===== src/rtl/rrqs_pkg.sv =====
// Shared types and codes for the round-robin quantum scheduler.
// No dependencies; imported by every module of the block.
package rrqs_pkg;

	// Input item: one tick or one task arrival
	typedef struct packed {
		logic        opcode;
		logic [7:0]  task_id;
		logic [15:0] burst_time;
	} in_item_t;

	// Result item: one per accepted input item
	typedef struct packed {
		logic [2:0]  event_res;
		logic [7:0]  event_task;
		logic [31:0] finish_time;
		logic [15:0] left_time;
		logic [4:0]  queued;
		logic        dropped;
	} out_item_t;

	// Classified request between front and back
	typedef struct packed {
		logic        arrival;
		logic [7:0]  task_id;
		logic [15:0] burst;
	} req_t;

	// Configuration register values
	typedef struct packed {
		logic [15:0] quantum;
		logic [15:0] completion_limit;
	} cfg_t;

	// Input opcodes
	localparam logic OP_TICK    = 1'b0;
	localparam logic OP_ARRIVAL = 1'b1;

	// Event codes
	localparam logic [2:0] EV_IDLE       = 3'd0;
	localparam logic [2:0] EV_DISPATCHED = 3'd1;
	localparam logic [2:0] EV_RAN        = 3'd2;
	localparam logic [2:0] EV_PREEMPTED  = 3'd3;
	localparam logic [2:0] EV_COMPLETED  = 3'd4;
	localparam logic [2:0] EV_STOPPED    = 3'd5;
	localparam logic [2:0] EV_ARRIVAL    = 3'd6;

	// Configuration register indexes
	localparam logic [7:0] CFG_QUANTUM = 8'd0;
	localparam logic [7:0] CFG_LIMIT   = 8'd1;

	// Reset values of the configuration registers
	localparam logic [15:0] QUANTUM_RST = 16'd4;
	localparam logic [15:0] LIMIT_RST   = 16'd0;

endpackage


===== src/rtl/rrqs_front.sv =====
// Front end: classifies input items and holds them in a two-entry request queue.
// Depends on rrqs_pkg.
module rrqs_front #(
	parameter int ID_BITS = 8
) (
	input  logic               clk,
	input  logic               arst_n,
	input  logic               in_valid,
	output logic               in_ready,
	input  rrqs_pkg::in_item_t in_item,
	output logic               req_valid,
	input  logic               req_pop,
	output rrqs_pkg::req_t     req
);
	import rrqs_pkg::*;

	localparam int IDW = (ID_BITS < 8) ? ID_BITS : 8;
	localparam logic [7:0] ID_MASK = 8'((16'd1 << IDW) - 16'd1);

	req_t       ent_q [2];
	logic       wr_ptr_q;
	logic       rd_ptr_q;
	logic [1:0] cnt_q;
	req_t       cls;
	logic       push;

	// Classify: decode opcode, keep only the id bits the block stores
	always_comb begin
		cls.arrival = (in_item.opcode == OP_ARRIVAL);
		cls.task_id = in_item.task_id & ID_MASK;
		cls.burst   = in_item.burst_time;
	end

	assign in_ready  = (cnt_q != 2'd2);
	assign push      = in_valid && in_ready;
	assign req_valid = (cnt_q != 2'd0);
	assign req       = ent_q[rd_ptr_q];

	// Queue storage
	always_ff @(posedge clk) begin
		if (push) begin
			ent_q[wr_ptr_q] <= cls;
		end
	end

	// Queue pointers and fill
	always_ff @(posedge clk or negedge arst_n) begin
		if (!arst_n) begin
			wr_ptr_q <= 1'b0;
			rd_ptr_q <= 1'b0;
			cnt_q    <= 2'd0;
		end else begin
			if (push) begin
				wr_ptr_q <= ~wr_ptr_q;
			end
			if (req_pop) begin
				rd_ptr_q <= ~rd_ptr_q;
			end
			case ({push, req_pop})
				2'b10:   cnt_q <= cnt_q + 2'd1;
				2'b01:   cnt_q <= cnt_q - 2'd1;
				default: cnt_q <= cnt_q;
			endcase
		end
	end

endmodule


===== src/rtl/rrqs_core.sv =====
// Back end: ready queue memory, running slot and tick/arrival execution,
// with the result output register. Depends on rrqs_pkg.
module rrqs_core #(
	parameter int QUEUE_DEPTH = 16,
	parameter int ID_BITS     = 8
) (
	input  logic                clk,
	input  logic                arst_n,
	input  rrqs_pkg::cfg_t      cfg,
	input  logic                req_valid,
	output logic                req_pop,
	input  rrqs_pkg::req_t      req,
	output logic                out_valid,
	input  logic                out_ready,
	output rrqs_pkg::out_item_t out_item
);
	import rrqs_pkg::*;

	localparam int IDW = (ID_BITS < 8) ? ID_BITS : 8;
	localparam int PW  = (QUEUE_DEPTH > 1) ? $clog2(QUEUE_DEPTH) : 1;
	localparam int CW  = $clog2(QUEUE_DEPTH + 1);
	localparam int EW  = IDW + 16;
	localparam logic [PW-1:0] PTR_LAST = PW'(QUEUE_DEPTH - 1);
	localparam logic [CW-1:0] CNT_FULL = CW'(QUEUE_DEPTH);

	typedef enum logic {S_LOAD, S_EXEC} state_t;

	// Ready queue memory, registered read at the head
	logic [EW-1:0] mem [QUEUE_DEPTH];
	logic [EW-1:0] rd_q;
	logic          mem_we;
	logic [EW-1:0] mem_wdata;

	state_t         state_q;
	req_t           req_q;
	logic [PW-1:0]  head_q, tail_q, head_n, tail_n;
	logic [CW-1:0]  count_q, count_n;
	logic           slot_valid_q, slot_valid_n;
	logic [IDW-1:0] slot_task_q, slot_task_n;
	logic [15:0]    slot_left_q, slot_left_n;
	logic [15:0]    slice_q, slice_n;
	logic [31:0]    now_q;
	logic [15:0]    done_q, done_n;
	logic           halted_q, halted_n;
	logic           out_valid_q;
	out_item_t      out_q, res;

	logic           fire;
	logic           full;
	logic [15:0]    left_dec;
	logic [15:0]    slice_inc;

	assign full      = (count_q == CNT_FULL);
	assign fire      = (state_q == S_EXEC) && (!out_valid_q || out_ready);
	assign req_pop   = (state_q == S_LOAD) && req_valid;
	assign out_valid = out_valid_q;
	assign out_item  = out_q;
	assign left_dec  = (slot_left_q != 16'd0) ? slot_left_q - 16'd1 : slot_left_q;
	assign slice_inc = (slice_q != 16'hFFFF) ? slice_q + 16'd1 : slice_q;

	always_ff @(posedge clk) begin
		if (mem_we) begin
			mem[tail_q] <= mem_wdata;
		end
		rd_q <= mem[head_q];
	end

	// Execute one request: next state of the scheduler and its result
	always_comb begin
		head_n       = head_q;
		tail_n       = tail_q;
		count_n      = count_q;
		slot_valid_n = slot_valid_q;
		slot_task_n  = slot_task_q;
		slot_left_n  = slot_left_q;
		slice_n      = slice_q;
		done_n       = done_q;
		halted_n     = halted_q;
		mem_we       = 1'b0;
		mem_wdata    = {req_q.task_id[IDW-1:0], req_q.burst};
		res          = '0;

		if (req_q.arrival) begin
			// Arrival: push at the tail unless full
			res.event_res  = EV_ARRIVAL;
			res.event_task = req_q.task_id;
			res.left_time  = req_q.burst;
			res.dropped    = full;
			if (!full) begin
				mem_we  = 1'b1;
				tail_n  = (tail_q == PTR_LAST) ? '0 : tail_q + PW'(1);
				count_n = count_q + CW'(1);
			end
		end else if (halted_q) begin
			res.event_res = EV_STOPPED;
		end else if (slot_valid_q) begin
			// Run the slot for one tick
			slot_left_n    = left_dec;
			slice_n        = slice_inc;
			res.event_task = 8'(slot_task_q);
			res.left_time  = left_dec;
			res.event_res  = EV_RAN;
			if (left_dec == 16'd0) begin
				slot_valid_n    = 1'b0;
				done_n          = (done_q != 16'hFFFF) ? done_q + 16'd1 : done_q;
				halted_n        = (cfg.completion_limit != 16'd0) &&
				                  (done_n >= cfg.completion_limit);
				res.event_res   = EV_COMPLETED;
				res.finish_time = now_q;
			end else if (slice_inc >= cfg.quantum) begin
				if (!full) begin
					mem_we        = 1'b1;
					mem_wdata     = {slot_task_q, left_dec};
					tail_n        = (tail_q == PTR_LAST) ? '0 : tail_q + PW'(1);
					count_n       = count_q + CW'(1);
					slot_valid_n  = 1'b0;
					res.event_res = EV_PREEMPTED;
				end else begin
					// No room at the tail: keep running, restart the slice
					slice_n = 16'd0;
				end
			end
		end else if (count_q != '0) begin
			// Dispatch the queue head
			slot_valid_n   = 1'b1;
			slot_task_n    = rd_q[EW-1:16];
			slot_left_n    = rd_q[15:0];
			slice_n        = 16'd0;
			head_n         = (head_q == PTR_LAST) ? '0 : head_q + PW'(1);
			count_n        = count_q - CW'(1);
			res.event_res  = EV_DISPATCHED;
			res.event_task = 8'(rd_q[EW-1:16]);
			res.left_time  = rd_q[15:0];
		end else begin
			res.event_res = EV_IDLE;
		end

		res.queued = 5'(count_n);
		if (!fire) begin
			mem_we = 1'b0;
		end
	end

	// Sequencer, scheduler registers and output register
	always_ff @(posedge clk or negedge arst_n) begin
		if (!arst_n) begin
			state_q      <= S_LOAD;
			req_q        <= '0;
			head_q       <= '0;
			tail_q       <= '0;
			count_q      <= '0;
			slot_valid_q <= 1'b0;
			slot_task_q  <= '0;
			slot_left_q  <= '0;
			slice_q      <= '0;
			now_q        <= '0;
			done_q       <= '0;
			halted_q     <= 1'b0;
			out_q        <= '0;
			out_valid_q  <= 1'b0;
		end else begin
			if (out_ready && !fire) begin
				out_valid_q <= 1'b0;
			end
			unique case (state_q)
				S_LOAD: begin
					if (req_valid) begin
						req_q   <= req;
						state_q <= S_EXEC;
					end
				end
				S_EXEC: begin
					if (fire) begin
						head_q       <= head_n;
						tail_q       <= tail_n;
						count_q      <= count_n;
						slot_valid_q <= slot_valid_n;
						slot_task_q  <= slot_task_n;
						slot_left_q  <= slot_left_n;
						slice_q      <= slice_n;
						done_q       <= done_n;
						halted_q     <= halted_n;
						if (!req_q.arrival) begin
							now_q <= now_q + 32'd1;
						end
						out_q       <= res;
						out_valid_q <= 1'b1;
						state_q     <= S_LOAD;
					end
				end
				default: state_q <= S_LOAD;
			endcase
		end
	end

endmodule


===== src/rtl/round_robin_quantum_scheduler.sv =====
// Top level of the round-robin quantum scheduler: configuration registers,
// front end and back end. Depends on rrqs_pkg, rrqs_front and rrqs_core.
//
// Usage:
//   in_*  : one request per item, a tick (opcode 0) or a task arrival
//           (opcode 1). Every request yields exactly one result on out_*.
//   out_* : results in request order, held in an output register until
//           taken with out_ready.
//   cfg_* : register writes (0 quantum, 1 completion limit), always ready;
//           other indexes are ignored. Write only while the block is idle.
// A request goes from the request queue to the back end's request register,
//   and its result to the output register. The back end takes one request at a
//   time: load (read the ready-queue head), then execute, before the next load.
// The two-entry request queue keeps taking requests while the back end or
//   the receiver stalls; when out_ready stays low, the back end holds the
//   next request and in_ready drops once the request queue is full.
// Reset: queue empty, no task running, time zero, registers at quantum 4
//   and no limit. The ready-queue memory needs no clearing pass.
module round_robin_quantum_scheduler #(
	parameter int QUEUE_DEPTH = 16,
	parameter int ID_BITS     = 8
) (
	input  logic                clk,
	input  logic                arst_n,
	input  logic                in_valid,
	output logic                in_ready,
	input  rrqs_pkg::in_item_t  in_item,
	output logic                out_valid,
	input  logic                out_ready,
	output rrqs_pkg::out_item_t out_item,
	input  logic                cfg_valid,
	output logic                cfg_ready,
	input  logic [7:0]          cfg_index,
	input  logic [15:0]         cfg_data
);
	import rrqs_pkg::*;

	cfg_t cfg_q;
	logic req_valid;
	logic req_pop;
	req_t req;

	assign cfg_ready = 1'b1;

	// Configuration registers
	always_ff @(posedge clk or negedge arst_n) begin
		if (!arst_n) begin
			cfg_q.quantum          <= QUANTUM_RST;
			cfg_q.completion_limit <= LIMIT_RST;
		end else if (cfg_valid) begin
			unique case (cfg_index)
				CFG_QUANTUM: cfg_q.quantum          <= cfg_data;
				CFG_LIMIT:   cfg_q.completion_limit <= cfg_data;
				default:     cfg_q                  <= cfg_q;
			endcase
		end
	end

	rrqs_front #(
		.ID_BITS(ID_BITS)
	) u_front (
		.clk      (clk),
		.arst_n   (arst_n),
		.in_valid (in_valid),
		.in_ready (in_ready),
		.in_item  (in_item),
		.req_valid(req_valid),
		.req_pop  (req_pop),
		.req      (req)
	);

	rrqs_core #(
		.QUEUE_DEPTH(QUEUE_DEPTH),
		.ID_BITS    (ID_BITS)
	) u_core (
		.clk      (clk),
		.arst_n   (arst_n),
		.cfg      (cfg_q),
		.req_valid(req_valid),
		.req_pop  (req_pop),
		.req      (req),
		.out_valid(out_valid),
		.out_ready(out_ready),
		.out_item (out_item)
	);

endmodule


===== config.mk =====
export PLATFORM = sky130hd
export DESIGN_NAME = round_robin_quantum_scheduler
export DESIGN_NICKNAME = d
export VERILOG_FILES = /design/src/rtl/rrqs_pkg.sv /design/src/rtl/rrqs_front.sv /design/src/rtl/rrqs_core.sv /design/src/rtl/round_robin_quantum_scheduler.sv
export SDC_FILE = /design/constraint.sdc
export NUM_CORES = 1
export LEC_CHECK = 0
export CORE_MARGIN = 5
export CORE_UTILIZATION = 55
export CTS_CLUSTER_SIZE = 14
export DETAILED_ROUTE_END_ITERATION = 8
export DONT_BUFFER_PORTS = 1
export GPL_TIMING_DRIVEN = 0
export MAX_ROUTING_LAYER = met4
export PLACE_DENSITY = 0.85
export SETUP_SLACK_MARGIN = 0.05
export SYNTH_ARGS = -nofsm -noshare
export SYNTH_HDL_FRONTEND = slang
export SYNTH_SLANG_ARGS = --single-unit

===== constraint.sdc =====
create_clock -name clk -period 5.8 [get_ports clk]
set_input_delay 1.16 -clock clk [delete_from_list [all_inputs] [get_ports clk]]
set_output_delay 1.16 -clock clk [all_outputs]
set_load 0.05 [all_outputs]

==> results of run 1 <==
metal layers:
layer  wire length [µm]  track usage  vias up
met5                  0            -        -
met4               2390       0.0859        0
met3               6670       0.0538      165
met2              35600        0.421      962
met1              27500        0.327     9034
li1                   -            -     7813
synthesized netlist by cell type (4+ instances only):
cell type,number
nand3b_1,6
mux2_4,12
inv_1,43
a21o_1,13
o211ai_1,9
nand2b_1,9
nor2b_1,7
a221oi_1,41
and3_1,19
a211oi_1,4
mux4_2,48
or3_1,4
or2_2,4
o31ai_1,4
buf_1,17
nand2_1,192
o21a_1,5
nand4_1,18
and4_1,8
nor2_1,89
xnor2_1,56
mux2i_1,106
dfxtp_1,24
nor3_1,15
clkbuf_1,74
dfrtp_1,225
a22o_1,49
xor2_1,23
a22oi_1,26
edfxtp_1,434
o22ai_1,8
mux2_2,63
buf_2,7
o21ai_0,132
nor4_1,8
a21oi_1,52
nand3_1,47
ha_1,44
and2_1,21
placed cells by master, fill, tap and decap left out, types with 13 or more instances in the layout:
| cell type | instances |
|---|---|
| dfrtp_1 | 225 |
| and2_2 | 14 |
| xnor2_1 | 56 |
| mux2i_1 | 106 |
| mux4_2 | 48 |
| nor3_1 | 14 |
| xor2_1 | 23 |
| nor2_1 | 88 |
| nand3_1 | 47 |
| nand2_1 | 192 |
| clkbuf_1 | 91 |
| mux2_2 | 63 |
| o21ai_0 | 128 |
| ha_1 | 44 |
| a21oi_1 | 52 |
| nand4_1 | 18 |
| buf_1 | 17 |
| and3_1 | 19 |
| a21o_1 | 13 |
| dfxtp_1 | 24 |
| a22oi_1 | 26 |
| clkbuf_16 | 69 |
| a221oi_1 | 41 |
| edfxtp_1 | 434 |
| a22o_1 | 49 |
| inv_1 | 43 |
metrics by stage:
stage,instance area [µm²],cells
finish,32000,2837
global route,32000,2837
CTS,32000,2837
detailed placement,29800,2716
global placement,29700,2705
floorplan,28800,2025
kinds of logic after synthesis:
logic type,count (synthesis),share of synthesized area
xor+xnor,80,0.0250
flops,684,0.665
simple gates,470,0.0799
compound gates,369,0.0845
fa+ha+maj,44,0.0191
buf+inv,147,0.0206
other cells,1,0.000130
mux,230,0.106
power by group:
part | total [W] | internal [W] | switching, W
registers | 0.00729 | 0.00626 | 0.00103
logic | 0.00470 | 0.00164 | 0.00307
clock network | 0.00430 | 0.00247 | 0.00183
total | 0.0163 | 0.0104 | 0.00592
registers in the layout (all words and copies together) (netlist names), 4 cells and up:
signal and cells:
u_core.out_item 60, u_core.rd_q 24, u_front.ent_q 50, u_core.slot_task_q 8, u_core.done_q 16, u_core.slice_q 16
u_core.head_q 4, cfg_q 32, u_core.now_q 32, u_core.mem 384, u_core.tail_q 4, u_core.req_q 25
u_core.count_q 5, u_core.slot_left_q 16
worst max-delay path: stages, from the launching register on:
cell       delay [ns]
dfrtp_1          0.43
and4_1           0.27
and4_1           0.23
nand4_1          0.19
or2_2            0.34
clkbuf_1         0.21
nand2_1          0.23
nor2_1           0.08
xor2_1           0.16
ha_1             0.32
inv_1            0.05
o21ai_0          0.21
a41oi_1          0.11
o41ai_2          0.64
nand3_1          0.17
a2bb2oi_2        0.25
nor3b_1          0.40
and2_2           0.77
layout make-up:
type                       instances  area [µm²]  area share
sequential                       684       19200       0.598
inverter                          43         161     0.00504
clock inverter                    28         282     0.00879
multi-input combinational       1194        9100       0.284
clock buffer                      93        1890      0.0589
timing repair buffer              11         149     0.00465
tap                              680         851      0.0266
buffer                           104         433      0.0135
final timing paths:
path / from / to / slack (ns) / cells after the start
setup / recovery: u_core.slice_q[3] / u_core.mem[11][5] / 0.32 / 17
hold / removal: arst_n / cfg_q[28] / 0.25 / 0
setup reg to reg: u_core.slice_q[3] / u_core.mem[11][5] / 0.32 / 17
hold reg to reg: u_core.rd_q[16] / u_core.slot_task_q[0] / 0.50 / 1
max in group asynchronous: arst_n / u_core.req_q[19] / 5.08 / 0
min in group clk: u_core.rd_q[16] / u_core.slot_task_q[0] / 0.50 / 1
==> results.yml, run 1 <==
status:
  status: "completed"
critical_path:
  critPathKind: "flop to flop"
  crit_fanout: 24
  cp-end-kind: "flop"
  worstSetupStartpointType: "flop"
  crit_required_ns: 6.02
  cp.arrival_ns: 5.70
drt:
  drtAntennaViolNets: 0
  viasPerCell: 6.34
  wire_per_inst_um: 25.4
  drtPass1Iterations: 5
  route.detailed.drc: 0
  finalWirelength_mm: 72.1
  via_count: 18000
  dr.first_iter.drc_count: 2330
cts:
  cts.sinks: 684
  cts-root-buf: "clkbuf_16"
  cts.htree.levels: 3
  cts_buffers: 67
  path_clk_slew_ns: 0.06
  clk_path_buf_depth: 3
  cts_tree: "done"
  postCtsSetupBuffers: 0
  hold_buffers: 0
  cts-resized-gates: 6
  clk_latency_ns: 0.61
sta:
  max_freq_ghz: 0.182
  worst_hold_slack_ns: 0.248
  finalSetupViolCount: 0
  rsz0062_at_grt: "true"
  fin_ws_ns: 0.317
  worst_clock_skew_ns: 0.0255
  tns_ns: 0
  slew_viol_final: 0
  final_hold_viol_count: 0
  post-route-period-util: 0.945
  worst_pin_slew_ns: 1.20
  maxSlewHeadroom: 0.201
  timing.final.crit_period_ns: 5.48
logic_synthesis:
  synth_area_leaders: "edfxtp_1, dfrtp_1, mux4_2"
  yosysWarningCount: 0
  syn_nets: 2123
  async_flop_share: 0.330
  synthCells: 2025
  synth_edf_count: 434
  syn_area_mm2: 0.0288
  ys_seq_elements: 684
  ys_seq_area_frac: 0.665
  synth.top_cell.area_share: 0.452
  syn_avg_cell_area_um2: 14.2
  synth_largest_area_cell: "edfxtp_1"
  synthFlopType: "edfxtp_1"
  synth.distinct_cells: 78
flow_run:
  drv_cap: 0
grt:
  grt_use_total: 0.258
  grt_pass1_wl_mm: 110
  antenna_found_initial: 0
  grt_max_degree: 227
  grt_pass1_vias: 18500
  grt_remaining_overflow: 0
pwr:
  power.density_mw_per_mm2: 509
  leakage_nw: 12.3
  finalPower_w: 0.0163
  ir_worst_vdd_mv: 0.289
place:
  port_buffers: 0
  routabilityCongestion: 0.901
  dp_slack_ns: -0.316
  hpwl_mm: 49.2
floorplanning:
  die_w_um: 239
  die_h_um: 239
  die-area_mm2: 0.0571
  coreArea_mm2: 0.0516
  rows: 83
  io_pins: 122
  start_util: 0.558
worst_hold_path:
  hp-class: "primary input to asynchronous set/reset pin"
layout:
  n_fill_cell: 3568
  final_nets: 2203
  drive_above_1_share: 0.132
  antenna_cells: 0
  area_growth_pct: 11.2
  final_util: 0.621
Power figures use the tool's default switching activity.
==> inputs of run 2 (changes only) <==
Settings changed: ABC_AREA set to 1.
==> results.yml, run 2 <==
layout:
  drive_above_1_share: 0.0788
  regMostFlops: "u_core.mem"
  final_nets: 2977
  final_util: 0.617
  area_growth_pct: 11.6
  largest_reg_flops: 384
  layout_commonest_cell: "nand2_1"
  final_area_mm2: 0.0330
  n_fill_cell: 4008
  final_cell_mix: "nand2_1, edfxtp_1, o21ai_0, dfrtp_1, inv_1"
pwr:
  intPower_w: 0.00910
  leakage_nw: 12.9
  power.density_mw_per_mm2: 396
  pwr-share-clk: 0.343
  swShare: 0.303
  power.combinational.fraction: 0.153
  netSwitchingPower_w: 0.00397
  p_seq_frac: 0.504
  ir_worst_vdd_mv: 0.279
floorplanning:
  die-area_mm2: 0.0585
  rows: 85
  start_util: 0.553
  coreArea_mm2: 0.0535
  io_pins: 122
  die_h_um: 242
  die_w_um: 242
critical_path:
  regToRegSetupSlack_ns: 0.56
  cp.arrival_ns: 5.47
  crit_required_ns: 6.03
  path_common_cell: "nand2_1"
  critPathKind: "flop to flop"
  worstSetupStartpointType: "flop"
  cpMaxStageDelayCell: "nor2_4"
  cp-end-kind: "flop"
  cp_slowest_stage_delay_ns: 0.86
  crit_chain: "ha_1 > nand2_1 > nor2_1 > nand2_1 > nor2_1 > nand2_1 > nor2_1 > nand2_1 > nor2_1 > nor3_1 > xor2_1 > inv_1 > ha_1 > nand2_1 > nor4_1 > nand2_1 > nand3_1 > o21ai_0 > inv_1 > nand4_1 > buf_2 > nor2_4"
  crit_fanout: 24
logic_synthesis:
  syn_avg_cell_area_um2: 10.6
  netlist_top_cells_count: "nand2_1, edfxtp_1, o21ai_0"
  synth_edf_count: 434
  synth_area_leaders: "edfxtp_1, dfrtp_1, nand2_1"
  syn_nets: 2898
  ys_seq_elements: 684
  synth.distinct_cells: 54
  yosysWarningCount: 0
  synth_largest_area_cell: "edfxtp_1"
  synth.top_cell.area_share: 0.441
  syn_area_mm2: 0.0296
  ys_seq_area_frac: 0.648
  synthCells: 2800
  synthFlopType: "edfxtp_1"
  synth_most_common_cell: "nand2_1"
  async_flop_share: 0.330
sta:
  finalSetupViolCount: 0
  worst_hold_slack_ns: 0.236
  rsz0062_at_grt: "false"
  slew_viol_final: 0
  worst_pin_slew_ns: 1.16
  timing.final.crit_period_ns: 5.24
  worst_clock_skew_ns: 0.0203
  post-route-period-util: 0.904
  max_freq_ghz: 0.191
  maxSlewHeadroom: 0.223
  final_hold_viol_count: 0
cts:
  cts_buffers: 69
  cts-resized-gates: 0
  clk_latency_ns: 0.62
  clk_path_buf_depth: 3
  cts-root-buf: "clkbuf_16"
  cts.sinks: 684
  cts_tree: "done"
  path_clk_slew_ns: 0.06
  cts.htree.levels: 3
  postCtsSetupBuffers: 0
  hold_buffers: 0
drt:
  drtPass1Iterations: 8
  finalWirelength_mm: 83.4
  dr.first_iter.drc_count: 2969
  route.detailed.drc: 0
  drtAntennaViolNets: 0
  viasPerCell: 6.13
  via_count: 22300
  wire_per_inst_um: 23.0
place:
  port_buffers: 0
  hpwl_mm: 56.0
  routabilityCongestion: 0.977
  postPlaceCellArea_mm2: 0.0307
grt:
  grt_pass1_vias: 22000
  grt_remaining_overflow: 0
  grt_use_total: 0.283
  antenna_found_initial: 4
  grt_pass1_wl_mm: 126
  grt_max_degree: 227
worst_hold_path:
  hp-class: "primary input to asynchronous set/reset pin"
status:
  status: "completed"
flow_run:
  drv_cap: 0
## run 2: layout make-up
class,instances,area [µm²],share of cell area
diodes,4,10.0,0.000303
plain buffers,133,597,0.0181
clock buffers,95,1970,0.0597
clock inverters,27,294,0.00891
inverters,221,830,0.0251
multi-input cells,1762,9100,0.276
flip-flops and latches,684,19200,0.581
well taps,696,871,0.0264
repair buffers,8,151,0.00459
## run 2: final timing paths
kind,endpoint,from,cells after the start
setup / recovery,u_core.mem[9][13],u_core.slice_q[0],22
hold reg to reg,u_core.slot_task_q[0],u_core.rd_q[16],2
max in group asynchronous,u_core.now_q[3],arst_n,0
setup reg to reg,u_core.mem[9][13],u_core.slice_q[0],22
min in group clk,u_core.slot_task_q[0],u_core.rd_q[16],2
hold / removal,cfg_q[14],arst_n,0
## run 2: power by group through the flow
stage / combinational [W] / clock, W / sequential [W]
floorplan: 0.00118 / 0 / 0.00654
global placement: 0.00172 / 0 / 0.00667
detailed placement: 0.00192 / 0 / 0.00667
CTS: 0.00195 / 0.00450 / 0.00658
global route: 0.00215 / 0.00471 / 0.00661
finish: 0.00199 / 0.00449 / 0.00659
## run 2: critical path, delay by kind of cell, from the launching register on
kind	cells	cell delay, ns
simple gates	15	3.03
fa+ha+maj	2	0.51
buf+inv	3	0.51
flops	1	0.41
xor+xnor	1	0.24
compound gates	1	0.11
## run 2: routing by layer
metal	vias up	GRT usage	part of all wire
li1	9798	-	-
met1	10700	0.348	0.37
met2	1487	0.459	0.48
met3	304	0.0657	0.11
met4	0	0.116	0.042
met5	-	-	0
## run 2: cells by family after synthesis
| group | count (synthesis) | share of synthesized area |
|---|---|---|
| flops | 684 | 0.648 |
| xor+xnor | 61 | 0.0181 |
| buf+inv | 354 | 0.0482 |
| other cells | 1 | 0.000127 |
| simple gates | 1116 | 0.159 |
| fa+ha+maj | 44 | 0.0186 |
| compound gates | 540 | 0.107 |
## run 2: per-stage QoR
stage	power (W)	std cells	setup WS, ns	TNS (ns)
after detailed placement	0.00859	3504	0.665	0
after CTS	0.0130	3626	0.609	0
after global placement	0.00839	3496	-0.534	-134.46
after global routing	0.0135	3630	0.0722	0
after floorplan	0.00773	2800	1.51	0
final	0.0131	3630	0.556	0
